$ cat src/hw/rtl/sdq_pkg.sv
// Shared types and constants of the searchable deque.
package sdq_pkg;

  localparam int KIND_W   = 2;
  localparam int VALUE_W  = 32;
  localparam int STATUS_W = 2;
  localparam int POS_W    = 5;

  typedef enum logic [KIND_W-1:0] {
    KIND_APPEND = 2'd0,
    KIND_PUSH   = 2'd1,
    KIND_REMOVE = 2'd2,
    KIND_SEARCH = 2'd3
  } kind_t;

  typedef enum logic [STATUS_W-1:0] {
    ST_DONE      = 2'd0,
    ST_FULL      = 2'd1,
    ST_EMPTY     = 2'd2,
    ST_NOT_FOUND = 2'd3
  } status_t;

endpackage

$ cat src/hw/rtl/sdq_if.sv
// Request and response channel interfaces of the searchable deque.
interface sdq_req_if;
  logic                                valid;
  logic                                ready;
  logic [sdq_pkg::KIND_W-1:0]          kind;
  logic signed [sdq_pkg::VALUE_W-1:0]  value;

  modport source (output valid, kind, value, input ready);
  modport sink   (input valid, kind, value, output ready);
endinterface

interface sdq_rsp_if;
  logic                                valid;
  logic                                ready;
  logic [sdq_pkg::STATUS_W-1:0]        status;
  logic signed [sdq_pkg::VALUE_W-1:0]  removed_value;
  logic [sdq_pkg::POS_W-1:0]           found_position;
  logic [sdq_pkg::POS_W-1:0]           occupancy;

  modport source (output valid, status, removed_value, found_position, occupancy,
                  input ready);
  modport sink   (input valid, status, removed_value, found_position, occupancy,
                  output ready);
endinterface

$ cat src/hw/rtl/searchable_deque_core.sv
// Bounded double-ended queue in a ring memory, with a linear search from the front.
//
//   channel  direction  payload                                          handshake
//   req      in         kind, value                                      valid/ready
//   rsp      out        status, removed_value, found_position, occupancy  valid/ready
//
// Append, push and any rejected request: the result is registered at accept.
// Remove: the read of the single memory read port is registered, then the result is registered in S_READ.
// Search: entries are read and compared from the front until a match or the last entry;
// the one read port and one 32-bit comparator look at one entry per cycle.
// Reset (rst, synchronous) empties the queue; memory contents are not cleared.
// A new request is taken only while idle and with the result register free or draining.
module searchable_deque_core #(
  parameter int DEPTH = 16
) (
  input  logic     clk,
  input  logic     rst,
  sdq_req_if.sink  req,
  sdq_rsp_if.source rsp
);

  localparam int PW   = (DEPTH > 1) ? $clog2(DEPTH) : 1;
  localparam int CW   = $clog2(DEPTH + 1);
  localparam int SW   = CW + 1;
  localparam int PosW = sdq_pkg::POS_W;
  localparam int ValW = sdq_pkg::VALUE_W;

  typedef enum logic [1:0] {
    S_IDLE,
    S_READ,
    S_SEARCH
  } state_t;

  typedef struct packed {
    sdq_pkg::status_t  status;
    logic [ValW-1:0]   removed;
    logic [PosW-1:0]   position;
    logic [PosW-1:0]   occupancy;
  } result_t;

  state_t           state;
  result_t          res;
  logic             out_valid;
  logic [PW-1:0]    front;
  logic [CW-1:0]    count;
  logic [CW-1:0]    scan;
  logic [CW-1:0]    cmp;
  logic             rd_valid;
  logic [ValW-1:0]  value_q;

  logic [ValW-1:0]  mem [DEPTH];
  logic [ValW-1:0]  rd_data;

  logic             accept;
  logic             full;
  logic             empty;
  logic [PW-1:0]    front_dec;
  logic             mem_we;
  logic [PW-1:0]    waddr;
  logic [PW-1:0]    raddr;
  logic             res_load;
  sdq_pkg::kind_t   kind_in;

  // Offsets of the used accesses stay at or below DEPTH, so one conditional subtract wraps the sum.
  function automatic logic [PW-1:0] ring_idx(input logic [PW-1:0] base,
                                             input logic [CW-1:0] off);
    logic [SW-1:0] sum;
    sum = SW'(base) + SW'(off);
    if (sum >= SW'(DEPTH)) begin
      sum = sum - SW'(DEPTH);
    end
    return sum[PW-1:0];
  endfunction

  assign kind_in   = sdq_pkg::kind_t'(req.kind);
  assign req.ready = (state == S_IDLE) && (!out_valid || rsp.ready);
  assign accept    = req.valid && req.ready;
  assign full      = (count == CW'(DEPTH));
  assign empty     = (count == '0);
  assign front_dec = (front == '0) ? PW'(DEPTH - 1) : front - PW'(1);

  assign mem_we = accept && !full &&
                  (kind_in inside {sdq_pkg::KIND_APPEND, sdq_pkg::KIND_PUSH});
  assign waddr  = (kind_in == sdq_pkg::KIND_PUSH) ? front_dec : ring_idx(front, count);
  assign raddr  = (state == S_SEARCH) ? ring_idx(front, scan)
                                      : ring_idx(front, count - CW'(1));

  // The result register loads when a request finishes and otherwise drains on a handshake.
  always_comb begin
    res_load = 1'b0;
    case (state)
      S_IDLE: begin
        res_load = accept &&
                   ((kind_in inside {sdq_pkg::KIND_APPEND, sdq_pkg::KIND_PUSH}) || empty);
      end
      S_READ: begin
        res_load = 1'b1;
      end
      S_SEARCH: begin
        res_load = rd_valid && ((rd_data == value_q) || (cmp + CW'(1) == count));
      end
      default: begin
        res_load = 1'b0;
      end
    endcase
  end

  always_ff @(posedge clk) begin
    if (mem_we) begin
      mem[waddr] <= req.value;
    end
    rd_data <= mem[raddr];
  end

  always_ff @(posedge clk) begin
    if (rst) begin
      state     <= S_IDLE;
      out_valid <= 1'b0;
      front     <= '0;
      count     <= '0;
      scan      <= '0;
      cmp       <= '0;
      rd_valid  <= 1'b0;
    end else begin
      if (res_load) begin
        out_valid <= 1'b1;
      end else if (rsp.valid && rsp.ready) begin
        out_valid <= 1'b0;
      end
      case (state)
        S_IDLE: begin
          if (accept) begin
            value_q <= req.value;
            case (kind_in)
              sdq_pkg::KIND_APPEND, sdq_pkg::KIND_PUSH: begin
                if (full) begin
                  res <= '{sdq_pkg::ST_FULL, '0, '0, PosW'(count)};
                end else begin
                  count <= count + CW'(1);
                  res   <= '{sdq_pkg::ST_DONE, '0, '0, PosW'(count + CW'(1))};
                  if (kind_in == sdq_pkg::KIND_PUSH) begin
                    front <= front_dec;
                  end
                end
              end
              sdq_pkg::KIND_REMOVE: begin
                if (empty) begin
                  res <= '{sdq_pkg::ST_EMPTY, '0, '0, '0};
                end else begin
                  count <= count - CW'(1);
                  state <= S_READ;
                end
              end
              default: begin
                if (empty) begin
                  res <= '{sdq_pkg::ST_NOT_FOUND, '0, '0, '0};
                end else begin
                  scan     <= '0;
                  cmp      <= '0;
                  rd_valid <= 1'b0;
                  state    <= S_SEARCH;
                end
              end
            endcase
          end
        end
        S_READ: begin
          res   <= '{sdq_pkg::ST_DONE, rd_data, '0, PosW'(count)};
          state <= S_IDLE;
        end
        S_SEARCH: begin
          // Reads are issued one entry ahead of the compare.
          rd_valid <= (scan < count);
          if (scan < count) begin
            scan <= scan + CW'(1);
          end
          if (rd_valid) begin
            if (rd_data == value_q) begin
              res   <= '{sdq_pkg::ST_DONE, '0, PosW'(cmp + CW'(1)), PosW'(count)};
              state <= S_IDLE;
            end else if (cmp + CW'(1) == count) begin
              res   <= '{sdq_pkg::ST_NOT_FOUND, '0, '0, PosW'(count)};
              state <= S_IDLE;
            end else begin
              cmp <= cmp + CW'(1);
            end
          end
        end
        default: begin
          state <= S_IDLE;
        end
      endcase
    end
  end

  assign rsp.valid          = out_valid;
  assign rsp.status         = res.status;
  assign rsp.removed_value  = res.removed;
  assign rsp.found_position = res.position;
  assign rsp.occupancy      = res.occupancy;

`ifndef SYNTHESIS
  a_count_bounded: assert property (@(posedge clk) disable iff (rst)
    count <= CW'(DEPTH))
    else $error("stored count exceeds depth");

  a_read_delivers: assert property (@(posedge clk) disable iff (rst)
    (state == S_READ) |=> rsp.valid)
    else $error("removal did not produce a result");

  a_search_order: assert property (@(posedge clk) disable iff (rst)
    (state == S_SEARCH) |-> (cmp <= scan) && (scan <= count))
    else $error("search compare index ran ahead of read index");

  a_not_found_pos: assert property (@(posedge clk) disable iff (rst)
    (rsp.valid && (rsp.status == sdq_pkg::ST_NOT_FOUND)) |-> (rsp.found_position == '0))
    else $error("position reported without a match");
`endif

endmodule

$ cat src/flat_wrapper.sv
// flat-port wrapper written by rule: the top's interface ports become plain ports
module searchable_deque_core_flat 
#(
  parameter int DEPTH = 16
)
  (clk, rst, req_valid, req_kind, req_value, req_ready, rsp_valid, rsp_status, rsp_removed_value, rsp_found_position, rsp_occupancy, rsp_ready);
  sdq_req_if req_i ();
  sdq_rsp_if rsp_i ();
  input  logic clk;
  input  logic rst;
  input wire logic [$bits(req_i.valid)-1:0] req_valid;
  input wire logic [$bits(req_i.kind)-1:0] req_kind;
  input wire logic [$bits(req_i.value)-1:0] req_value;
  output wire logic [$bits(req_i.ready)-1:0] req_ready;
  output wire logic [$bits(rsp_i.valid)-1:0] rsp_valid;
  output wire logic [$bits(rsp_i.status)-1:0] rsp_status;
  output wire logic [$bits(rsp_i.removed_value)-1:0] rsp_removed_value;
  output wire logic [$bits(rsp_i.found_position)-1:0] rsp_found_position;
  output wire logic [$bits(rsp_i.occupancy)-1:0] rsp_occupancy;
  input wire logic [$bits(rsp_i.ready)-1:0] rsp_ready;
  assign req_i.valid = req_valid;
  assign req_i.kind = req_kind;
  assign req_i.value = req_value;
  assign req_ready = req_i.ready;
  assign rsp_valid = rsp_i.valid;
  assign rsp_status = rsp_i.status;
  assign rsp_removed_value = rsp_i.removed_value;
  assign rsp_found_position = rsp_i.found_position;
  assign rsp_occupancy = rsp_i.occupancy;
  assign rsp_i.ready = rsp_ready;
  searchable_deque_core #(.DEPTH(DEPTH)) u_core (.clk(clk), .rst(rst), .req(req_i), .rsp(rsp_i));
endmodule
$ cat config.mk
export PLATFORM = sky130hd
export DESIGN_NAME = searchable_deque_core_flat
export DESIGN_NICKNAME = d
export VERILOG_FILES = /design/src/hw/rtl/sdq_pkg.sv /design/src/hw/rtl/sdq_if.sv /design/src/hw/rtl/searchable_deque_core.sv /design/src/flat_wrapper.sv
export SDC_FILE = /design/constraint.sdc
export NUM_CORES = 1
export LEC_CHECK = 0
export ABC_CLOCK_PERIOD_IN_PS = 5150
export BUFFER_PORTS_ARGS = -buffer_cell sky130_fd_sc_hd__buf_2
export CAP_MARGIN = 40
export CORE_ASPECT_RATIO = 0.8
export CORE_MARGIN = 8
export CORE_UTILIZATION = 30
export DETAILED_ROUTE_END_ITERATION = 6
export GPL_ROUTABILITY_DRIVEN = 0
export HOLD_SLACK_MARGIN = 0.02
export SYNTH_ARGS = -nofsm -noshare
export SYNTH_HDL_FRONTEND = slang
export SYNTH_SLANG_ARGS = --single-unit
$ cat constraint.sdc
create_clock -name clk -period 5.15 [get_ports clk]
set_input_delay 0.515 -clock clk [delete_from_list [all_inputs] [get_ports clk]]
set_output_delay 0.515 -clock clk [all_outputs]
set_load 0.01 [all_outputs]
== Word-level counts from Yosys, hierarchy flattened ==
Memories as Yosys holds them, arrays and structs flattened. A register that Yosys moved wholly into a read port is not among the register bits.
Cells that the tools add are included.

* Reduce and logical (&&, ||, !) cells: 31
* Add/sub/neg operators: 11
* Bitwise logic cells: 2
* Mux-type cells: 44
* Equal/unequal tests: 20
* $lt $le $gt $ge: 4

{| class="wikitable"
|+ Operators with widths
! cell !! number
|-
| 44-bit 2-to-1 mux || 6
|-
| 44-bit one-hot mux with 3 select lines || 1
|-
| 44-bit one-hot mux with 2 select lines || 1
|-
| 5-bit 2-to-1 mux || 9
|-
| 43-bit 2-to-1 mux || 1
|-
| 32-bit equality test || 1
|-
| 5-bit one-hot mux with 2 select lines || 3
|-
| 4-bit 2-to-1 mux || 6
|-
| 5-bit AND reduction || 4
|-
| 4-bit by 5-bit adder with 6-bit output || 3
|-
| 6-bit by 5-bit >= comparator with 1-bit output, second input constant || 3
|-
| 2-bit inequality test, second input constant || 8
|-
| 4-bit by 1-bit subtractor with 4-bit output, second input constant || 4
|-
| 5-bit by 1-bit adder with 5-bit output, second input constant || 3
|-
| 7-bit AND reduction || 2
|-
| 2-bit 2-to-1 mux || 6
|-
| 2-bit one-hot mux with 2 select lines || 2
|-
| 2-bit nonzero test || 4
|-
| 1-bit logical AND || 7
|-
| 1-bit 2-to-1 mux || 7
|-
| 3-bit by 2-bit inequality test with 1-bit output, second input constant || 2
|-
| 5-bit equality test || 1
|-
| 5-bit equality test, second input constant || 1
|-
| 5-bit logical NOT || 1
|-
| 18 further kinds || 26
|}

* Memories kept: 1
* Word-level logic and storage cells: 125
* Bits in writable memories: 512
* Flip-flop bits (word level): 99

{| class="wikitable"
|+ Memory list
! memory !! depth !! bits a word !! read ports !! clocked after memory_dff !! wr ports !! line !! source
|-
| u_core.mem || 16 || 32 || 1 || 1 || 1 || searchable_deque_core.sv:51 || <nowiki>logic [ValW-1:0] mem [DEPTH];</nowiki>
|}

== Logic depth before layout (Yosys ltp) ==
Gate-level depths: netlist of run 1.

* Depth in word-level cells: 8
* Mapped depth: 13
* Gate-level depth less buffers: 10

== Least setup slack after synthesis of run 1 ==
Ideal clock, no wire load.

* Path kind: register -> register
* From: register u_core.cmp[0]
* To: register u_core.res (netlist bit u_core.rsp.found_position[0]), enable pin
* Arrival time: 4.215 ns
* Slack: 0.451 ns
* Stages on the path, launching flop included: 8
* Required time: 4.666 ns
* Cell sequence: dfxtp_1 -> ha_1 -> nand3_1 -> xnor3_1 -> nand4_2 -> o21ai_0 -> a21boi_1 -> a2111oi_2

* Longest elaborated chain between the ends: 4

{| class="wikitable"
|+ Ends and longest elaborated chain
! item !! line !! source
|-
| start: declaration || searchable_deque_core.sv:47 || <nowiki>logic [CW-1:0] cmp;</nowiki>
|-
| start signal: assignment || searchable_deque_core.sv:185 || <nowiki>cmp <= cmp + CW'(1);</nowiki>
|-
| 5-bit by 1-bit adder with 5-bit output || searchable_deque_core.sv:181 || <nowiki>end else if (cmp + CW'(1) == count) begin</nowiki>
|-
| 5-bit equality test || searchable_deque_core.sv:181 ||
|-
| 3-bit inequality test (no line) || n/a ||
|-
| 7-bit AND reduction (no line) || n/a ||
|-
| end signal: assignment || searchable_deque_core.sv:168 || <nowiki>res <= '{sdq_pkg::ST_DONE, rd_data, '0, PosW'(count)};</nowiki>
|-
| end signal: assignment || searchable_deque_core.sv:179 || <nowiki>res <= '{sdq_pkg::ST_DONE, '0, PosW'(cmp + CW'(1)), PosW'(count)};</nowiki>
|-
| end signal: assignment || searchable_deque_core.sv:182 || <nowiki>res <= '{sdq_pkg::ST_NOT_FOUND, '0, '0, PosW'(count)};</nowiki>
|-
| end: declaration || searchable_deque_core.sv:42 || <nowiki>result_t res;</nowiki>
|}

Every way passes these cells.
A chain may end at the register's enable or synchronous reset.

== Worst setup path after layout of run 1 ==
* From: register u_core.state[0]
* To: register u_core.rd_data[25], read port of u_core.mem

* Longest elaborated chain between the ends: 2

{| class="wikitable"
|+ Ends and longest elaborated chain
! item !! line !! source
|-
| start: declaration || searchable_deque_core.sv:41 || <nowiki>state_t state;</nowiki>
|-
| start signal: assignment || searchable_deque_core.sv:117 || <nowiki>state <= S_IDLE;</nowiki>
|-
| start signal: assignment || searchable_deque_core.sv:151 || <nowiki>state <= S_READ;</nowiki>
|-
| start signal: assignment || searchable_deque_core.sv:161 || <nowiki>state <= S_SEARCH;</nowiki>
|-
| 2-bit equality test || searchable_deque_core.sv:85 || <nowiki>assign raddr = (state == S_SEARCH) ? ring_idx(front, scan)</nowiki>
|-
| 4-bit 2-to-1 mux || searchable_deque_core.sv:85 ||
|-
| end: declaration || searchable_deque_core.sv:52 || <nowiki>logic [ValW-1:0] rd_data;</nowiki>
|}

Every way passes these cells.

==> results.py, run 1 <==
metrics = {
    "status": {
        "status": "completed",
    },
    "route": {
        "dr_total_vias": 12160,
        "ant_nets": 0,
        "routed_wl_um": 60250,
        "dr.pass1.iters": 5,
        "via_per_inst": 4.913,
        "drc": 0,
        "drt-initial-drc-count": 1397,
        "post_drt_wl_per_cell_um": 24.35,
    },
    "yosys": {
        "synth_nets": 1247,
        "netlist_instances": 1188,
        "ys_top_cells_by_area": "edfxtp_1, mux4_2, dfxtp_1, xor2_1, ha_1",
        "yosysMostFrequentCell": "edfxtp_1",
        "ys_async_sr_fraction": 0,
        "ys_seq_area_frac": 0.7532,
        "synth-warning-count": 0,
        "avgSynthCellArea_um2": 20.96,
        "syn_area_mm2": 0.02491,
        "synthFlopType": "edfxtp_1",
        "yosys.area.top_type": "edfxtp_1",
        "synth-seq-cells": 643,
        "synth_edf_count": 588,
        "synthTopCellsByCount": "edfxtp_1, mux4_2, dfxtp_1",
        "yosysTopAreaCellShare": 0.7090,
        "netlist-cell-type-count": 59,
    },
    "layout": {
        "final_core_util": 0.3528,
        "fin_nets": 1376,
        "layout-drive-gt1-share": 0.2943,
        "final.fill_count": 7509,
        "final_cells": 2474,
        "areaGrowthSynthToFinish_pct": 16.47,
    },
    "clock_tree": {
        "cts_inserted_buffers": 57,
        "holdBufCountCts": 0,
        "cts_sinks": 643,
        "clockBufferDepth": 3,
        "cts_root_buf": "clkbuf_16",
        "ctsResizeCount": 0,
        "htreeDepth": 2,
        "cts_setup_buffers": 0,
        "path_clk_slew_ps": 70,
        "tritoncts": "yes",
        "clkLatencyLatePin_ps": 620,
    },
    "run": {
        "max-cap-violations": 0,
    },
    "timing": {
        "fmax_mhz": 235.0,
        "rsz0062_at_grt": "no",
        "slew_headroom": 0.4659,
        "fin_tns_setup_ps": 0,
        "setup_viol": 0,
        "hold_violations": 0,
        "fin_hold_ws_ps": 276.3,
        "fin_crit_ps": 4255,
        "finClkSkew_ps": 29.07,
        "worst_slew_pin_slew_ps": 801.2,
        "period_share": 0.8262,
        "worst_slack_ps": 895.3,
        "slew_viol_final": 0,
    },
    "global_route": {
        "antenna_found_initial": 9,
        "grtUsageTotal": 0.1270,
        "gr-total-overflow": 0,
        "grt_pass1_vias": 12300,
        "grt_pass1_wl_um": 87770,
        "grt_max_degree": 57,
    },
    "worst_setup_path": {
        "r2r-start": "u_core.state[0]$_SDFFE_PP0P_",
        "end_kind": "register",
        "regToRegSetupSlack_ps": 900,
        "crit_fanout": 31,
        "start_kind": "register",
        "rr_endpoint": "u_core.rd_data[25]$_DFF_P_",
        "worstPathArrival_ps": 4730,
        "rr_worst_depth": 8,
        "cp.required_ps": 5630,
        "critical_path_class": "register to register",
    },
    "floorplanning": {
        "die_y_um": 273.7,
        "dieArea_mm2": 0.09255,
        "initial_core_util": 0.3029,
        "row_count": 94,
        "coreArea_mm2": 0.08221,
        "io_pins": 84,
        "fp.dieW_um": 338.1,
    },
    "placed_design": {
        "hpwlAfterDp_um": 35340,
        "port_buffers": 83,
        "place_ws_ps": 900.6,
        "dp_cells": 2362,
    },
    "power_and_ir_drop": {
        "ir_drop_mv": 0.3338,
        "power_density_mw_per_mm2": 425.1,
        "leakagePower_nw": 9.406,
    },
    "min_path": {
        "hold_end": "u_core.mem[10][16]$_DFFE_PP_",
        "hold_path_class": "input pin to register",
        "holdPathStages": 1,
        "min_from": "req_value[16]",
    },
}
[sequential cells by signal, summed over array words and instances (netlist names)]
| name | flops |
|---|---|
| u_core.state | 2 |
| u_core.scan | 5 |
| u_core.rsp.valid | 1 |
| u_core.rsp.found_position | 5 |
| u_core.cmp | 5 |
| u_core.rsp.occupancy | 5 |
| u_core.value_q | 32 |
| u_core.mem | 512 |
| u_core.rd_data | 32 |
| u_core.count | 5 |
| u_core.front | 4 |
| u_core.rsp.status | 2 |
| u_core.rsp.removed_value | 32 |
| u_core.rd_valid | 1 |
[logic make-up after synthesis]
logic type / after synthesis / share of synthesized area
DFF: 643 / 0.7532
buffers and inverters: 71 / 0.01366
and+or+nand+nor: 158 / 0.03250
muxes: 169 / 0.1485
xor gates and xnor gates: 53 / 0.01974
AOI/OAI and AO/OA: 73 / 0.02130
adders and majority gates: 21 / 0.01115
[metal layers]
metal | GRT usage | vias to the layer above | share of wire
met1 | 0.1888 | 6511 | 0.47
met3 | 0.02989 | 79 | 0.074
met2 | 0.1906 | 416 | 0.44
met5 | 0 | - | 0.00068
met4 | 0.02263 | 6 | 0.015
li1 | - | 5143 | -
[worst max-delay path by stage]
stage | start | to | slack [ps] | cells past startpoint
floorplan | u_core.cmp[0]$_SDFFE_PP0P_ | u_core.rsp.found_position[0]$_DFFE_PP_ | 450 | 7
finish | u_core.state[0]$_SDFFE_PP0P_ | u_core.rd_data[25]$_DFF_P_ | 900 | 8
detailed placement | u_core.state[0]$_SDFFE_PP0P_ | u_core.rd_data[26]$_DFF_P_ | 900 | 8
CTS | u_core.state[0]$_SDFFE_PP0P_ | u_core.rd_data[26]$_DFF_P_ | 890 | 8
global route | u_core.state[0]$_SDFFE_PP0P_ | u_core.rd_data[25]$_DFF_P_ | 800 | 8
global placement | u_core.state[0]$_SDFFE_PP0P_ | u_core.rd_data[4]$_DFF_P_ | 1030 | 8
[report_power, final]
| part | switching (mW) | leakage, nW | internal, mW |
|---|---|---|---|
| clock | 1.92 | 0.907 | 2.36 |
| sequential | 0.159 | 5.79 | 5.95 |
| combinational | 1.02 | 2.71 | 0.925 |
| total | 3.10 | 9.41 | 9.23 |
[worst max-delay path, cell delays in order, from the launching register on]
cell and delay (ps):
dfxtp_1 330, inv_1 100, ha_1 680, o21ai_0 330, ha_4 250, fa_4 1200
buf_4 380, mux4_2 350, mux4_2 470
[layout make-up]
class	count	area, µm²	area share
sequential	643	18760	0.6467
clock buffer	78	1577	0.05435
clock inverter	30	307.8	0.01061
timing repair buffer	124	923.4	0.03183
multi-input combinational	474	5982	0.2062
inverter	17	68.82	0.002372
antenna	4	10.01	0.0003451
tap	1104	1381	0.04762
[cell usage in the layout, fill, tap and decap left out, types with 5 or more instances in the layout]
cell type	n
nor2_4	17
clkbuf_8	5
a31oi_1	5
clkbuf_1	15
clkinvlp_4	5
xnor2_1	10
buf_12	10
xor2_1	39
nor2_1	23
ha_1	18
nand2b_1	6
mux4_2	160
buf_2	83
nor4_1	9
inv_1	16
dfxtp_1	55
and3_1	35
clkinv_1	7
o211ai_1	5
nand2_1	34
a21oi_1	15
o21ai_0	13
mux2i_1	6
buf_4	26
nand3_1	9
a21o_1	7
nor3_1	5
clkbuf_16	58
clkinv_2	11
edfxtp_1	588
[through the flow]
stage | power (mW) | cell area, µm²
2_1_floorplan | 7.487 | 24910
3_3_place_gp | 8.138 | 26980
3_5_place_dp | 8.184 | 27110
4_1_cts | 12.46 | 29000
5_1_grt | 12.77 | 29000
6_report | 12.33 | 29010
Note: power is estimated with default switching activity, not from simulation.
==> run 2, diff against run 1 <==
ABC_CLOCK_PERIOD_IN_PS = 4400   (was 5150)
clock period = 4.4 ns   (was 5.15 ns; I/O delays follow)
==> results.py, run 2 (synthesis results as in run 1) <==
metrics = {
    "status": {
        "status": "completed",
    },
    "worst_setup_path": {
        "crit_fanout": 41,
        "start_kind": "register",
        "critical_path_class": "register to register",
        "end_kind": "register",
        "cp_slowest_stage_delay_ps": 1120,
        "cp_cell_sequence": "inv_1, ha_1, nand2_1, o21ai_0, ha_4, fa_4, buf_12, mux4_2, mux4_2",
        "crit_buf_inv": 2,
        "slowest_stage": "fa_4",
        "worstPathArrival_ps": 4140,
        "cp_top_family": "adder cells",
        "cp.required_ps": 4900,
        "crit_path_frequent_cell": "mux4_2",
    },
    "layout": {
        "final_cell_mix": "edfxtp_1, mux4_2, buf_2",
        "layout_commonest_cell": "edfxtp_1",
        "fin_nets": 1373,
        "areaGrowthSynthToFinish_pct": 16.47,
        "layout-drive-gt1-share": 0.2926,
        "largest_reg_flops": 512,
        "top_register": "u_core.mem",
        "final.fill_count": 7520,
    },
    "floorplanning": {
        "initial_core_util": 0.3029,
        "dieArea_mm2": 0.09255,
        "fp.dieW_um": 338.1,
        "coreArea_mm2": 0.08221,
        "row_count": 94,
        "die_y_um": 273.7,
        "io_pins": 84,
    },
    "power_and_ir_drop": {
        "power_density_mw_per_mm2": 498.6,
        "p_int_mw": 10.85,
        "p_switching_mw": 3.615,
        "combPwrFrac": 0.159,
        "seq_power_share": 0.493,
        "swShare": 0.2500,
        "ir_drop_mv": 0.4294,
        "leakagePower_nw": 9.387,
        "p_clk_frac": 0.348,
    },
    "run": {
        "max-cap-violations": 0,
    },
    "global_route": {
        "antenna_found_initial": 7,
        "grtUsageTotal": 0.1258,
        "grt_pass1_vias": 12270,
        "grt_max_degree": 52,
        "grt_pass1_wl_um": 87050,
        "gr-total-overflow": 0,
    },
    "timing": {
        "worst_slew_pin_slew_ps": 766.5,
        "period_share": 0.8265,
        "setup_viol": 0,
        "fmax_mhz": 275.0,
        "hold_violations": 0,
        "fin_tns_setup_ps": 0,
        "slew_viol_final": 0,
        "worst_slack_ps": 763.3,
        "slew_headroom": 0.4890,
        "finClkSkew_ps": 55.29,
        "rsz0062_at_grt": "no",
        "fin_crit_ps": 3637,
    },
    "placed_design": {
        "port_buffers": 83,
        "place_ws_ps": 760.4,
        "hpwlAfterDp_um": 32750,
    },
    "min_path": {
        "hold_path_class": "input pin to register",
    },
    "route": {
        "dr_total_vias": 12040,
        "dr.pass1.iters": 5,
        "routed_wl_um": 59950,
        "post_drt_wl_per_cell_um": 24.29,
        "drt-initial-drc-count": 1346,
        "via_per_inst": 4.878,
        "drc": 0,
        "ant_nets": 0,
    },
    "clock_tree": {
        "tritoncts": "yes",
        "cts_sinks": 643,
        "holdBufCountCts": 0,
        "cts_inserted_buffers": 58,
        "cts_setup_buffers": 0,
        "clockBufferDepth": 3,
        "cts_root_buf": "clkbuf_16",
        "ctsResizeCount": 0,
        "clkLatencyLatePin_ps": 630,
        "htreeDepth": 2,
        "path_clk_slew_ps": 70,
    },
}
## run 2: layout make-up
cell class,count,area (µm²),share of cell area
diodes,4,10.01,0.0003451
clock buffers,73,1538,0.05301
clock inverters,33,350.3,0.01208
inverters,17,68.82,0.002372
multi-input cells,474,5982,0.2062
flip-flops and latches,643,18760,0.6467
well taps,1104,1381,0.04762
repair buffers,120,918.4,0.03166
## run 2: through the flow
step,total power [mW],cell area [µm²],std cells,util,hold slack [ps]
final,14.46,29010,2468,0.3528,197.0
after global routing,14.99,29000,2464,0.3527,164.3
after CTS,14.62,29000,2464,0.3527,151.8
after detailed placement,9.595,27110,2358,0.3297,513.3
after global placement,9.570,27090,2357,0.3295,488.3
after floorplan,8.764,24920,1188,-,470.0
## run 2: power groups by stage
stage          Clock [mW]  Combinational [mW]  Sequential [mW]
2_1_floorplan           0                1.55             7.21
3_3_place_gp            0                2.30             7.27
3_5_place_dp            0                2.32             7.27
4_1_cts              5.15                2.33             7.14
5_1_grt              5.39                2.45             7.16
6_report             5.03                2.30             7.14
## run 2: worst reg2reg max path, cell delays in order (launching register included)
cell and delay (ps):
dfxtp_1 370, inv_1 90, ha_1 230, nand2_1 70, o21ai_0 190, ha_4 250, fa_4 1120, buf_12 360
mux4_2 380, mux4_2 470
## run 2: metal layers
layer  part of all wire  wire (µm)  GRT usage  vias to the layer above
li1                   -          -          -                     5139
met1               0.45      27100     0.1812                     6437
met2               0.47      27930     0.1988                      392
met3              0.069       4154    0.02740                       69
met4              0.013        757    0.02005                        2
met5            0.00022         13          0                        -
## run 2: final timing paths
check	slack [ps]	start	to	cells after the start
setup / recovery	760	u_core.state[0]$_SDFFE_PP0P_	u_core.rd_data[12]$_DFF_P_	9
hold / removal	200	req_value[17]	u_core.mem[11][17]$_DFFE_PP_	1
setup reg to reg	760	u_core.state[0]$_SDFFE_PP0P_	u_core.rd_data[12]$_DFF_P_	9
hold reg to reg	520	u_core.cmp[1]$_SDFFE_PP0P_	u_core.cmp[1]$_SDFFE_PP0P_	2
==> run 3, diff against run 2 <==
ABC_CLOCK_PERIOD_IN_PS = 3000   (was 4400)
clock period = 3 ns   (was 4.4 ns; I/O delays follow)
==> results.py, run 3 (synthesis results as in run 1) <==
metrics = {
    "floorplanning": {
        "dieArea_mm2": 0.09255,
        "die_y_um": 273.7,
        "coreArea_mm2": 0.08221,
        "row_count": 94,
        "io_pins": 84,
        "initial_core_util": 0.3029,
        "fp.dieW_um": 338.1,
    },
    "power_and_ir_drop": {
        "p_int_mw": 16.71,
        "p_switching_mw": 5.651,
        "seq_power_share": 0.469,
        "swShare": 0.2527,
        "p_clk_frac": 0.334,
        "combPwrFrac": 0.197,
        "power_density_mw_per_mm2": 731.6,
        "finalPower_mw": 22.36,
        "leakagePower_nw": 10.15,
        "ir_drop_mv": 0.4340,
    },
    "layout": {
        "final_cell_mix": "edfxtp_1, mux4_2, buf_2",
        "final.fill_count": 7406,
        "final_core_util": 0.3718,
        "largest_reg_flops": 512,
        "areaGrowthSynthToFinish_pct": 22.73,
        "layout_commonest_cell": "edfxtp_1",
        "fin_nets": 1470,
        "top_register": "u_core.mem",
        "stdcell_area_mm2": 0.03057,
        "layout-drive-gt1-share": 0.3368,
    },
    "clock_tree": {
        "tritoncts": "yes",
        "cts_inserted_buffers": 58,
        "clockBufferDepth": 3,
        "cts_sinks": 643,
        "path_clk_slew_ps": 70,
        "clkLatencyLatePin_ps": 640,
        "htreeDepth": 2,
        "cts_root_buf": "clkbuf_16",
    },
    "worst_setup_path": {
        "crit_fanout": 5,
        "worstPathArrival_ps": 3600,
        "cp.required_ps": 3500,
        "slowest_stage": "fa_4",
        "start_kind": "register",
        "cp_cell_sequence": "inv_2, ha_4, nand2_4, o21ai_4, ha_4, fa_4, buf_12, buf_12, clkbuf_16, mux4_2, mux4_2",
        "cp_slowest_stage_delay_ps": 880,
        "regToRegSetupSlack_ps": -90,
        "crit_buf_inv": 4,
        "critical_path_class": "register to register",
        "end_kind": "register",
        "cp_top_family": "adder cells",
    },
    "route": {
        "post_drt_wl_per_cell_um": 24.96,
        "drc": 0,
        "dr_total_vias": 12690,
        "routed_wl_um": 64040,
        "dr.pass1.iters": 4,
        "drt-initial-drc-count": 1252,
        "ant_nets": 0,
        "via_per_inst": 4.943,
    },
    "global_route": {
        "grt_pass1_wl_um": 91410,
        "antenna_found_initial": 11,
        "grtUsageTotal": 0.1336,
        "grt_pass1_vias": 12730,
        "grt_max_degree": 42,
        "gr-total-overflow": 0,
    },
    "timing": {
        "worst_slew_pin_slew_ps": 742.3,
        "finClkSkew_ps": 35.24,
        "fmax_mhz": 323.3,
        "slew_headroom": 0.5013,
        "setup_viol": 31,
        "worst_slack_ps": -92.63,
        "period_share": 1.031,
        "fin_crit_ps": 3093,
        "slew_viol_final": 0,
        "hold_violations": 0,
        "rsz0062_at_grt": "yes",
        "fin_hold_ws_ps": 55.59,
    },
    "run": {
        "max-cap-violations": 0,
    },
    "status": {
        "status": "complete, but fails checks",
        "violations": "setup timing",
    },
    "placed_design": {
        "port_buffers": 83,
        "postPlaceCellArea_mm2": 0.02786,
        "hpwlAfterDp_um": 37020,
    },
    "min_path": {
        "hold_path_class": "input pin to register",
    },
}
run 3: layer usage:
metal | GRT usage | vias up | wire, µm
met1 | 0.1993 | 6774 | 29210
met3 | 0.02857 | 81 | 5327
met2 | 0.2003 | 484 | 28410
met5 | 0 | - | 23
met4 | 0.02722 | 4 | 1066
li1 | - | 5342 | -
run 3: layout make-up:
class,instances,area [µm²],area share
clock inverters,27,327.8,0.01072
inverters,17,68.82,0.002251
diodes,4,10.01,0.0003275
repair buffers,217,2369,0.07749
well taps,1104,1381,0.04519
multi-input cells,474,6072,0.1987
flip-flops and latches,643,18760,0.6138
clock buffers,80,1575,0.05154
run 3: worst paths after layout:
kind                                      end                          from  cells past startpoint
hold / removal    u_core.mem[4][10]$_DFFE_PP_                 req_value[10]                      1
hold reg to reg    u_core.cmp[1]$_SDFFE_PP0P_    u_core.cmp[1]$_SDFFE_PP0P_                      2
setup reg to reg   u_core.rd_data[28]$_DFF_P_  u_core.state[0]$_SDFFE_PP0P_                     11
setup / recovery   u_core.rd_data[28]$_DFF_P_  u_core.state[0]$_SDFFE_PP0P_                     11
run 3: power by group through the flow:
stage / clock, mW / sequential, mW / combinational (mW)
floorplan: 0 / 10.6 / 2.44
global placement: 0 / 10.7 / 3.64
detailed placement: 0 / 10.7 / 3.70
CTS: 7.62 / 10.5 / 4.22
global route: 7.93 / 10.5 / 4.63
finish: 7.47 / 10.5 / 4.40
run 3: repair_timing:
| item | in CTS | in global routing |
|---|---|---|
| setup endpoints to repair | 198 | 240 |
| setup buffers | 9 | 5 |
| hold endpoints to repair | 106 | 0 |
| hold buffers | 11 | 0 |
| pin swaps | 1 | 4 |
| cloned | 9 | 8 |
| gates resized for setup | 22 | 24 |
run 3: per-stage QoR:
step | instances | setup slack [ps] | TNS, ps
global placement | 2416 | -152.7 | -3909
floorplan | 1188 | -381.8 | -181180
detailed placement | 2416 | -183.1 | -6023
CTS | 2551 | -111.9 | -2813
finish | 2566 | -92.63 | -1909
global route | 2562 | -178.8 | -4666
